## src/hdl/pecu_pkg.sv

```systemverilog
// ----------------------------------------------------------------------------
// pecu_pkg: shared types and constants for the projectile end check unit
// Verdict codes, register map, fixed widths, divider depth and helpers.
// ----------------------------------------------------------------------------
`default_nettype none

package pecu_pkg;

	// Field widths
	localparam int CRD_W = 32;
	localparam int REACH_W = 63;
	localparam int WIDE_W = 64;
	localparam int PRD_W = 96;

	// Default saturation width for corrected coordinates
	localparam int COORD_BITS_DEF = 32;

	// Quotient bits kept by the divider; larger moves saturate at the cap
	localparam int DIV_STEPS = 41;
	localparam logic [DIV_STEPS-1:0] DELTA_CAP = DIV_STEPS'(1) << (DIV_STEPS - 1);

	// Queue between classifier and mover
	localparam int QUEUE_DEPTH = 4;

	// Verdict codes
	localparam logic [1:0] VERDICT_FLYING = 2'd0;
	localparam logic [1:0] VERDICT_GROUND = 2'd1;
	localparam logic [1:0] VERDICT_CORRECTED = 2'd2;
	localparam logic [1:0] VERDICT_ZERO_SPEED = 2'd3;

	// Register indexes
	localparam logic [2:0] REG_SHOOTER_X = 3'd0;
	localparam logic [2:0] REG_SHOOTER_Z = 3'd1;
	localparam logic [2:0] REG_TARGET_X = 3'd2;
	localparam logic [2:0] REG_TARGET_Z = 3'd3;
	localparam logic [2:0] REG_REACH_SQ = 3'd4;

	typedef struct packed {
		logic signed [CRD_W-1:0] shooter_x;
		logic signed [CRD_W-1:0] shooter_z;
		logic signed [CRD_W-1:0] target_x;
		logic signed [CRD_W-1:0] target_z;
		logic [REACH_W-1:0] reach_sq;
	} cfg_t;

	// Classified request handed from the front to the mover
	typedef struct packed {
		logic [1:0] verdict;
		logic signed [CRD_W-1:0] pos_x;
		logic signed [CRD_W-1:0] pos_y;
		logic signed [CRD_W-1:0] pos_z;
		logic signed [CRD_W-1:0] vel_x;
		logic signed [CRD_W-1:0] vel_y;
		logic signed [CRD_W-1:0] vel_z;
		logic [WIDE_W-1:0] num;
		logic nneg;
		logic [WIDE_W-1:0] den;
	} item_t;

	function automatic logic [CRD_W:0] mag33(input logic signed [CRD_W:0] v);
		logic signed [CRD_W:0] n;
		n = -v;
		return v[CRD_W] ? n : v;
	endfunction

	function automatic logic [CRD_W-1:0] mag32(input logic signed [CRD_W-1:0] v);
		logic signed [CRD_W-1:0] n;
		n = -v;
		return v[CRD_W-1] ? n : v;
	endfunction

endpackage

`default_nettype wire

```

## src/hdl/pecu_queue.sv

```systemverilog
// ----------------------------------------------------------------------------
// pecu_queue: request queue between classifier and mover
// Small register queue that lets each side stall on its own.
// ----------------------------------------------------------------------------
`default_nettype none

module pecu_queue (
	input wire clk,
	input wire arst_n,
	input wire pecu_pkg::item_t wr_item,
	input wire wr_valid,
	output logic full,
	output pecu_pkg::item_t rd_item,
	output logic empty,
	input wire rd_take
);
	import pecu_pkg::*;

	localparam int PTR_W = $clog2(QUEUE_DEPTH);

	item_t ent_q [QUEUE_DEPTH];
	logic [PTR_W-1:0] wp_q, rp_q;
	logic [PTR_W:0] cnt_q;
	logic push, pop;

	assign full = (cnt_q == (PTR_W+1)'(QUEUE_DEPTH));
	assign empty = (cnt_q == '0);
	assign push = wr_valid && !full;
	assign pop = rd_take && !empty;
	assign rd_item = ent_q[rp_q];

	// Advance pointers and occupancy
	always_ff @(posedge clk or negedge arst_n) begin
		if (!arst_n) begin
			wp_q <= '0;
			rp_q <= '0;
			cnt_q <= '0;
		end else begin
			if (push) begin
				wp_q <= wp_q + 1'b1;
			end
			if (pop) begin
				rp_q <= rp_q + 1'b1;
			end
			if (push && !pop) begin
				cnt_q <= cnt_q + 1'b1;
			end else if (pop && !push) begin
				cnt_q <= cnt_q - 1'b1;
			end
		end
	end

	// Store entries
	always_ff @(posedge clk) begin
		if (push) begin
			ent_q[wp_q] <= wr_item;
		end
	end

endmodule

`default_nettype wire

```

## config.mk

```make
export PLATFORM = sky130hd
export DESIGN_NAME = pecu_queue
export DESIGN_NICKNAME = d
export VERILOG_FILES = /design/src/hdl/pecu_pkg.sv /design/src/hdl/pecu_queue.sv
export SDC_FILE = /design/constraint.sdc
export NUM_CORES = 1
export LEC_CHECK = 0
export BUFFER_PORTS_ARGS = -buffer_cell sky130_fd_sc_hd__clkbuf_2
export CORE_MARGIN = 10
export CORE_UTILIZATION = 30
export CTS_BUF_LIST = sky130_fd_sc_hd__clkbuf_8
export CTS_CLUSTER_DIAMETER = 200
export DETAILED_ROUTE_END_ITERATION = 16
export HOLD_SLACK_MARGIN = 0.05
export PLACE_DENSITY_LB_ADDON = 0.3
export SYNTH_ARGS = -nofsm -noshare
export SYNTH_HDL_FRONTEND = slang
export SYNTH_SLANG_ARGS = --single-unit
export TNS_END_PERCENT = 10
```

## constraint.sdc

```tcl
create_clock -name clk -period 11.1 [get_ports clk]
set_clock_uncertainty 0.2 [all_clocks]
set_input_delay 1.11 -clock clk [delete_from_list [all_inputs] [get_ports clk]]
set_output_delay 1.11 -clock clk [all_outputs]
set_load 0.05 [all_outputs]
```

==> flow_metrics.py, run 1 <==
metrics = {
    "outcome": {
        "outcome": "finished clean",
    },
    "place": {
        "preCtsSetupSlack_ps": 6390,
        "gp_congestion": 0.790,
        "portBuffers": 651,
        "dpl_cell_area_um2": 52600,
        "dpl.hpwl_um": 73600,
    },
    "global_route": {
        "busiest_layer": "met2",
        "grt_usage": 0.128,
        "grt_pass1_vias": 23887,
        "overflow": 0,
        "antenna_found_initial": 30,
        "grt_use_met2": 0.227,
        "grt_pass1_wl_um": 165000,
        "use_met3": 0.0438,
        "grt_start_max_net_pins": 145,
        "use_met1": 0.139,
    },
    "cts": {
        "cts.clk_slew.worst_paths_ps": 60,
        "clock_sinks": 1299,
        "postCtsResizedCells": 0,
        "cts_tree": "done",
        "clock_latency_ps": 890,
        "cts-root-buf": "clkbuf_8",
        "htreeDepth": 4,
        "cts_buffer_depth": 3,
        "cts-buffers-inserted": 209,
    },
    "floorplan": {
        "core_region_area_um2": 156000,
        "io-pin-count": 652,
        "initial_core_util": 0.301,
        "dieArea_um2": 173000,
        "dieWidth_um": 416,
        "die_h_um": 416,
        "rows": 145,
    },
    "logic_synthesis": {
        "syn_inst": 1723,
        "synth_top_area_frac": 0.825,
        "synth-seq-cells": 1299,
        "synth_nets": 2056,
        "yosys-top-cells-count": "1292 x edfxtp_1, 323 x mux4_2, 37 x buf_2",
        "async_flop_share": 0.00539,
        "postSynthAreaPerCell_um2": 27.3,
        "syn-cell-area_um2": 47000,
        "synth_edf_count": 1292,
        "yosys.cell_count.top_type": "edfxtp_1",
        "synth_top_area_cell": "edfxtp_1",
        "yosysWarnings": 0,
        "synth_flop_cell": "edfxtp_1",
        "synth_area_leaders": "edfxtp_1 83%, mux4_2 15%, buf_6 0.69%",
        "yosysSeqAreaShare": 0.829,
        "yosysUniqueCellTypes": 20,
    },
    "setup_path": {
        "crit_arrival_ps": 4190,
        "reg2reg_from": "cnt_q[2]",
        "endpoint_kind": "primary output",
        "crit_required_ps": 9790,
        "path_max_fanout": 95,
        "crit_chain": "buf_12, buf_4, mux4_2, clkbuf_2",
        "startpoint_type": "register",
        "critical_path.startpoint": "rp_q[0]",
        "slowest_delay_ps": 850,
        "critPathKind": "reg2out",
        "crit_path_top_delay_cell": "buf_4",
        "crit_family": "buffers and inverters",
        "crit_buf_inv": 3,
    },
    "routing": {
        "drt-total-wl_um": 113000,
        "drcViolationCount": 0,
        "final_antenna_net_count": 0,
        "vias_per_cell": 4.51,
        "dr.pass1.iters": 7,
        "drtIter0Drc": 1517,
        "routedWlPerCell_um": 23.7,
        "vias": 21502,
    },
    "final_layout": {
        "fin_area_um2": 56500,
        "syn_to_final_growth_pct": 20.2,
        "nets": 2870,
        "drive_gt1_frac": 0.471,
        "fin_util": 0.362,
    },
    "sta": {
        "hold_viol": 0,
        "worstMarginPinSlew_ps": 1100,
        "post-route-period-util": 0.495,
        "rsz0062_at_grt": "false",
        "setup-tns-final_ps": 0,
        "fmax_mhz": 182,
        "maxSlewHeadroom": 0.267,
        "finalSetupViolations": 0,
        "fin_ws_ps": 5600,
        "min_period_ps": 5500,
        "drv_slew": 0,
    },
    "worst_hold_path": {
        "hp-class": "in2reg",
        "min_from": "wr_item[89]",
    },
    "pwr": {
        "powerDensity_nw_per_um2": 310,
        "ir_drop_v": 0.000219,
        "p_leak_nw": 19.1,
    },
    "run": {
        "maxCapViolCount": 0,
    },
}
stage by stage:
stage               instances  hold WS, ps  total power [mW]
floorplan                1723          247              12.4
global placement         4383          266              13.9
detailed placement       4383          280              14.0
CTS                      4750         61.7              17.8
global route             4768          101              18.3
finish                   4771          212              17.5
per-layer routing:
layer	routed length, um	up-vias
met5	116	-
met4	4080	18
met3	7760	224
met2	60600	692
met1	40500	11362
li1	-	9206
area by class of cell:
cell class,instances,area (um^2)
clock buffers,211,2900
clock inverters,155,926
repair buffers,676,3550
diodes,21,52.6
inverters,4,15.0
multi-input cells,347,7500
well taps,2058,2570
fillers,14406,99500
flip-flops and latches,1299,39000
worst paths after layout:
path                       slack, ps  depth (start not counted)       endpoint
min                              210                          1   ent_q[0][89]
max                             5600                          4   rd_item[186]
max in group asynchronous      10030                          2        rp_q[0]
min in group asynchronous        430                          2        rp_q[1]
max reg2reg                     7100                          5  ent_q[2][144]
min reg2reg                      290                          1       cnt_q[2]
registers in the layout, indices dropped and copies added, names as in the netlist:
| signal | flops |
|---|---|
| rp_q | 2 |
| cnt_q | 3 |
| ent_q | 1292 |
| wp_q | 2 |
cells in the final DEF, fill, tap and decap left out, types with 8 or more instances in the layout:
cell       count
clkbuf_2     651
clkbuf_8     211
clkinv_2      31
edfxtp_1    1292
inv_1         59
buf_4         16
buf_12         8
mux4_2       323
clkinv_1      49
diode_2       21
bufinv_16      8
repair_timing:
item                                   in CTS  in global routing
endpoints found under the hold margin       7                  0
setup endpoints to repair                   0                  0
hold buffers                                1                  0
setup buffers                               0                  0
worst register-to-register path, delay by kind of cell, from the launching register on:
family / cells / cell delay (ps)
buffers and inverters: 2 / 1660
and+or+nand+nor: 3 / 1270
DFF: 1 / 400
power breakdown:
group	internal, mW	total, mW	switching, mW
clock network	1.96	3.80	1.84
registers	6.49	6.74	0.253
logic	1.87	6.95	5.08
cells by family (layout without fill, tap and decap cells):
family	count (synthesis)	after routing	share of synthesized area
adders and majority gates	6	6	0.00176
xor gates and xnor gates	6	6	0.00112
DFF	1299	1299	0.829
and+or+nand+nor	10	10	0.00122
buffers and inverters	77	1046	0.0118
muxes	325	325	0.155
other	0	21	0
Power figures use the tool's default switching activity.
==> run 2, diff against run 1 <==
- ABC_AREA: unset -> 1
- clock period: 11.1 -> 5 ns (I/O delays scaled with it)
==> run 2 against run 1 <==
Against the previous run: cell area increased by 18%; power increased by 140%; critical path depth increased by 1; utilization rose by 3.0 points; non-clock buffer count grew 546; register-to-register slack worse by 4700 ps; die area is 8.4% higher; hold slack got worse by 25 ps; critical endpoint is now rd_item[101].
==> flow_metrics.py, run 2 <==
metrics = {
    "final_layout": {
        "n_fill_cell": 15960,
        "nets": 5391,
        "largest_reg_flops": 1292,
        "largest_registers": "ent_q x1292, cnt_q x3",
        "syn_to_final_growth_pct": 29.8,
        "largest-register": "ent_q",
        "layout_common_cells": "1292 x edfxtp_1, 986 x nand2_1, 736 x inv_1",
        "drive_gt1_frac": 0.191,
        "final_common_cell": "edfxtp_1",
        "fin_area_um2": 66400,
    },
    "pwr": {
        "clkPwrFrac": 0.208,
        "p_int_mw": 22.9,
        "ir_drop_v": 0.000513,
        "switchingPower_mw": 19.6,
        "p_seq_frac": 0.347,
        "power_frac_comb": 0.445,
        "p_leak_nw": 26.7,
        "switching_share": 0.461,
        "powerDensity_nw_per_um2": 639,
        "power_mw": 42.5,
    },
    "logic_synthesis": {
        "syn-cell-area_um2": 51200,
        "yosysUniqueCellTypes": 18,
        "synth_flop_cell": "edfxtp_1",
        "yosys-top-cells-count": "1292 x edfxtp_1, 987 x nand2_1, 661 x inv_1",
        "synth-seq-cells": 1299,
        "synth_top_area_frac": 0.758,
        "postSynthAreaPerCell_um2": 13.4,
        "synth_nets": 4162,
        "synth_top_area_cell": "edfxtp_1",
        "yosysWarnings": 0,
        "syn_inst": 3829,
        "synth_area_leaders": "edfxtp_1 76%, o211ai_1 9.5%, nand2_1 7.2%",
        "synth_edf_count": 1292,
        "yosys.cell_count.top_type": "edfxtp_1",
        "yosysSeqAreaShare": 0.762,
        "async_flop_share": 0.00539,
    },
    "routing": {
        "drcViolationCount": 0,
        "routedWlPerCell_um": 17.9,
        "vias": 32572,
        "vias_per_cell": 4.35,
        "drt-total-wl_um": 134000,
        "drtIter0Drc": 1896,
        "dr.pass1.iters": 5,
        "final_antenna_net_count": 0,
    },
    "setup_path": {
        "endpoint_kind": "primary output",
        "rr_endpoint": "ent_q[2][50]",
        "path_max_fanout": 73,
        "reg2reg_setup_slack_ps": 2360,
        "startpoint_type": "register",
        "reg2reg_from": "cnt_q[0]",
        "r2r_cells": 6,
        "critPathKind": "reg2out",
        "crit_required_ps": 4300,
        "crit_arrival_ps": 3370,
    },
    "sta": {
        "post-route-period-util": 0.815,
        "hold_viol": 0,
        "fin_ws_ps": 925,
        "setup-tns-final_ps": 0,
        "fmax_mhz": 245,
        "worstMarginPinSlew_ps": 992,
        "rsz0062_at_grt": "false",
        "fin_worst_hold_slack_ps": 187,
        "finalSetupViolations": 0,
        "min_period_ps": 4070,
        "maxSlewHeadroom": 0.339,
        "drv_slew": 0,
    },
    "global_route": {
        "grt_start_max_net_pins": 149,
        "grt_pass1_wl_um": 201000,
        "grt_usage": 0.139,
        "grt_pass1_vias": 32301,
        "antenna_found_initial": 29,
        "overflow": 0,
    },
    "worst_hold_path": {
        "hp-class": "in2reg",
        "holdPathStages": 2,
        "worstHoldEndpoint": "ent_q[1][72]",
        "min_from": "wr_item[72]",
    },
    "floorplan": {
        "dieWidth_um": 433,
        "core_region_area_um2": 169000,
        "initial_core_util": 0.302,
        "die_h_um": 433,
        "dieArea_um2": 188000,
        "io-pin-count": 652,
        "rows": 151,
    },
    "cts": {
        "cts-buffers-inserted": 219,
        "postCtsResizedCells": 0,
        "htreeDepth": 4,
        "cts_setup_buffers": 0,
        "cts_tree": "done",
        "cts_buffer_depth": 3,
        "clock_latency_ps": 920,
        "cts-root-buf": "clkbuf_8",
        "cts.clk_slew.worst_paths_ps": 60,
        "clock_sinks": 1299,
    },
    "place": {
        "preCtsSetupSlack_ps": 1810,
        "gp_congestion": 0.771,
        "dpl.hpwl_um": 83200,
        "dpl_cell_area_um2": 57200,
        "portBuffers": 651,
    },
    "run": {
        "maxCapViolCount": 0,
    },
    "outcome": {
        "outcome": "finished clean",
    },
}
[run 2: cell count changes after synthesis, sizes merged, moves of 2 or more]
| cell | change |
|---|---|
| clkbuf | +81 |
| nor2 | +3 |
| xor2 | -2 |
| nand2 | +986 |
| and2 | -4 |
| buf | +60 |
| o211ai | +646 |
| mux4 | -323 |
| mux2 | -2 |
| xnor2 | -3 |
| nand3 | +6 |
| inv | +659 |
[run 2: repair_timing]
action | CTS | global route
hold buffers | 501 | 0
setup endpoints to repair | 0 | 0
endpoints found under the hold margin | 1342 | 0
[run 2: area by class of cell]
class | instances | area [um^2] | area share
flip-flops and latches | 1299 | 39000 | 0.587
multi-input cells | 1653 | 8750 | 0.132
well taps | 2218 | 2780 | 0.0418
inverters | 663 | 2500 | 0.0377
repair buffers | 1222 | 9240 | 0.139
diodes | 28 | 70.1 | 0.00105
clock inverters | 180 | 1040 | 0.0157
clock buffers | 223 | 3070 | 0.0462
[run 2: kinds of logic (layout without fill, tap and decap cells)]
group / Yosys count / in the layout / share of synthesized area
XOR/XNOR: 1 / 1 / 0.000171
AND/OR/NAND/NOR: 999 / 999 / 0.0735
adder cells (fa/ha/maj): 6 / 6 / 0.00161
buffers and inverters: 877 / 2288 / 0.0683
other: 0 / 28 / 0
flip-flops: 1299 / 1299 / 0.762
AO/OA/AOI/OAI: 647 / 647 / 0.0949
[run 2: stage by stage]
stage                      util  std cells
after floorplan               -       3829
after global placement    0.338       6554
after detailed placement  0.338       6554
after CTS                 0.392       7458
after global routing      0.392       7481
final                     0.392       7486
[run 2: how the worst max path moves through the flow]
stage | from | end | slack (ps) | depth (start not counted)
6_report | rp_q[1] | rd_item[101] | 930 | 5
5_1_grt | rp_q[1] | rd_item[105] | 630 | 5
4_1_cts | rp_q[1] | rd_item[78] | 690 | 5
3_5_place_dp | rp_q[1] | rd_item[78] | 1810 | 5
3_3_place_gp | rp_q[1] | rd_item[226] | 1770 | 4
2_1_floorplan | cnt_q[0] | ent_q[0][0] | -1110 | 4
[run 2: critical path: stages, from the launching register on]
cell,delay [ps]
dfrtp_4,730
inv_8,580
buf_4,440
o211ai_1,160
nand2_1,100
clkbuf_2,310
[run 2: metal layers]
layer / part of all wire / global-route usage
met1: 0.39 / 0.160
met2: 0.52 / 0.247
met3: 0.050 / 0.0327
met4: 0.041 / 0.0625
met5: 0 / 0
[run 2: power groups by stage]
stage / clock (mW) / combinational, mW / sequential [mW]
floorplan: 0 / 13.3 / 15.2
global placement: 0 / 18.8 / 14.9
detailed placement: 0 / 18.9 / 15.0
CTS: 9.17 / 19.3 / 14.8
global route: 9.69 / 20.2 / 14.9
finish: 8.83 / 18.9 / 14.8
==> run 3, diff against run 2 <==
- clock period: 5 -> 3.5 ns (I/O delays scaled with it)
==> run 3 against run 2 <==
Against the previous run: die area unchanged; first-iteration DRC count down 13%; utilization up 1.3 points; count of clock-buffer cells in the layout down 7; final cell count up 2.1%; hold slack worse by 38 ps; via count up 3.2%; sequential power up 42%; flip-flop and latch count unchanged; worst setup slack worse by 760 ps; clock power up 38%; critical path type unchanged; sequential share of layout area down 1.8 points; largest cell class unchanged.
==> flow_metrics.py, run 3 (synthesized netlist as in run 2, its figures left out) <==
metrics = {
    "routing": {
        "drt-total-wl_um": 137000,
        "drtIter0Drc": 1648,
        "dr.pass1.iters": 5,
        "vias_per_cell": 4.40,
        "vias": 33630,
        "routedWlPerCell_um": 18.0,
        "drcViolationCount": 0,
        "final_antenna_net_count": 0,
    },
    "final_layout": {
        "final_common_cell": "edfxtp_1",
        "drive_gt1_frac": 0.188,
        "n_fill_cell": 15765,
        "layout_common_cells": "1292 x edfxtp_1, 986 x nand2_1, 741 x inv_1",
        "largest_reg_flops": 1292,
        "largest-register": "ent_q",
        "nets": 5568,
        "syn_to_final_growth_pct": 34.0,
        "largest_registers": "ent_q x1292, cnt_q x3",
    },
    "cts": {
        "cts-buffers-inserted": 214,
        "cts_buffer_depth": 3,
        "clock_latency_ps": 930,
        "htreeDepth": 4,
        "clock_sinks": 1299,
        "cts_tree": "done",
        "cts-root-buf": "clkbuf_8",
        "cts.clk_slew.worst_paths_ps": 60,
    },
    "sta": {
        "fin_ws_ps": 162,
        "min_period_ps": 3340,
        "hold_viol": 0,
        "fmax_mhz": 300,
        "drv_slew": 0,
        "setup-tns-final_ps": 0,
        "maxSlewHeadroom": 0.487,
        "post-route-period-util": 0.954,
        "finalSetupViolations": 0,
        "rsz0062_at_grt": "true",
        "worstMarginPinSlew_ps": 769,
    },
    "pwr": {
        "switching_share": 0.458,
        "ir_drop_v": 0.000917,
        "switchingPower_mw": 28.3,
        "clkPwrFrac": 0.197,
        "p_int_mw": 33.6,
        "power_frac_comb": 0.463,
        "powerDensity_nw_per_um2": 903,
        "p_leak_nw": 27.6,
        "p_seq_frac": 0.340,
    },
    "setup_path": {
        "endpoint_kind": "primary output",
        "startpoint_type": "register",
        "slowest_delay_ps": 540,
        "crit_path_top_delay_cell": "dfrtp_4",
        "path_max_fanout": 56,
        "crit_required_ps": 2950,
        "crit_chain": "buf_12, inv_16, buf_16, o211ai_1, nand2_1, buf_2",
        "crit_arrival_ps": 2790,
        "crit_buf_inv": 4,
        "reg2reg_setup_slack_ps": 1120,
        "crit_family": "buffers and inverters",
        "critPathKind": "reg2out",
    },
    "floorplan": {
        "dieArea_um2": 188000,
        "dieWidth_um": 433,
        "io-pin-count": 652,
        "rows": 151,
        "core_region_area_um2": 169000,
        "die_h_um": 433,
        "initial_core_util": 0.302,
    },
    "worst_hold_path": {
        "hp-class": "in2reg",
    },
    "global_route": {
        "antenna_found_initial": 32,
        "grt_pass1_wl_um": 204000,
        "overflow": 0,
        "grt_start_max_net_pins": 139,
        "grt_pass1_vias": 33156,
        "grt_usage": 0.142,
    },
    "run": {
        "maxCapViolCount": 0,
    },
    "place": {
        "gp_congestion": 0.756,
        "preCtsSetupSlack_ps": 867,
        "dpl.hpwl_um": 82800,
        "portBuffers": 651,
    },
    "outcome": {
        "outcome": "finished clean",
    },
}
## run 3: changes by cell type in the layout (fill, tap and decap cells not counted), sizes merged
cell,before,now
dlygate4sd3,501,651
diode,28,26
inv,744,754
bufbuf,0,2
clkinv,90,69
bufinv,8,6
clkbuf,874,824
buf,70,140
clkinvlp,1,4
## run 3: per-stage QoR
| step | power [mW] | utilization | hold slack [ps] | instance area [um^2] | cells |
|---|---|---|---|---|---|
| 4_1_cts | 62.9 | 0.404 | 50.2 | 68500 | 7619 |
| 2_1_floorplan | 40.7 | - | -146 | 51200 | 3829 |
| 6_report | 61.9 | 0.405 | 149 | 68600 | 7646 |
| 5_1_grt | 65.2 | 0.405 | 85.7 | 68600 | 7644 |
| 3_3_place_gp | 49.1 | 0.341 | 6.00 | 57700 | 6572 |
| 3_5_place_dp | 49.2 | 0.341 | 7.63 | 57700 | 6572 |
## run 3: worst reg2reg max path, delay by kind of cell, from the launching register on
family	cells	cell delay (ps)
buffers and inverters	3	980
flip-flops	1	400
AND/OR/NAND/NOR	3	380
## run 3: power groups by stage
stage               clock network [mW]  registers (mW)  logic [mW]
finish                            12.2            21.0        28.7
global route                      13.3            21.2        30.6
CTS                               12.7            21.0        29.2
detailed placement                   0            21.3        27.9
global placement                     0            21.3        27.8
floorplan                            0            21.7        19.0
## run 3: worst paths after layout
kind                             start  depth (start not counted)      endpoint
min in group asynchronous       arst_n                          3       rp_q[0]
min reg2reg                   cnt_q[0]                          1      cnt_q[0]
max reg2reg                   cnt_q[0]                          6  ent_q[2][23]
min                        wr_item[81]                          2  ent_q[1][81]
max                            rp_q[1]                          6  rd_item[281]
max in group asynchronous       arst_n                          3       rp_q[1]
## run 3: timing repair
action / 4_1_cts / 5_1_grt
endpoints found under the hold margin: 1472 / 0
hold buffers: 651 / 0
gates resized for setup: 30 / 44
setup endpoints to repair: 298 / 66
gates cloned: 6 / 1
setup buffers: 7 / 0
## run 3: layout make-up
type | count | area, um^2 | share of cell area
Sequential cell | 1299 | 39000 | 0.568
Timing Repair Buffer | 1401 | 11600 | 0.169
Multi-Input combinational cell | 1653 | 8750 | 0.128
Clock buffer | 216 | 2970 | 0.0434
Tap cell | 2218 | 2780 | 0.0405
Inverter | 663 | 2520 | 0.0368
Clock inverter | 167 | 927 | 0.0135
Antenna cell | 26 | 65.1 | 0.000949
Timing Repair inverter | 3 | 26.3 | 0.000383
## run 3: metal layers
layer,GRT usage,vias to the layer above,part of all wire
met1,0.164,16163,0.39
li1,-,16345,-
met4,0.0713,12,0.048
met5,0,-,0.00044
met2,0.246,805,0.51
met3,0.0342,305,0.052
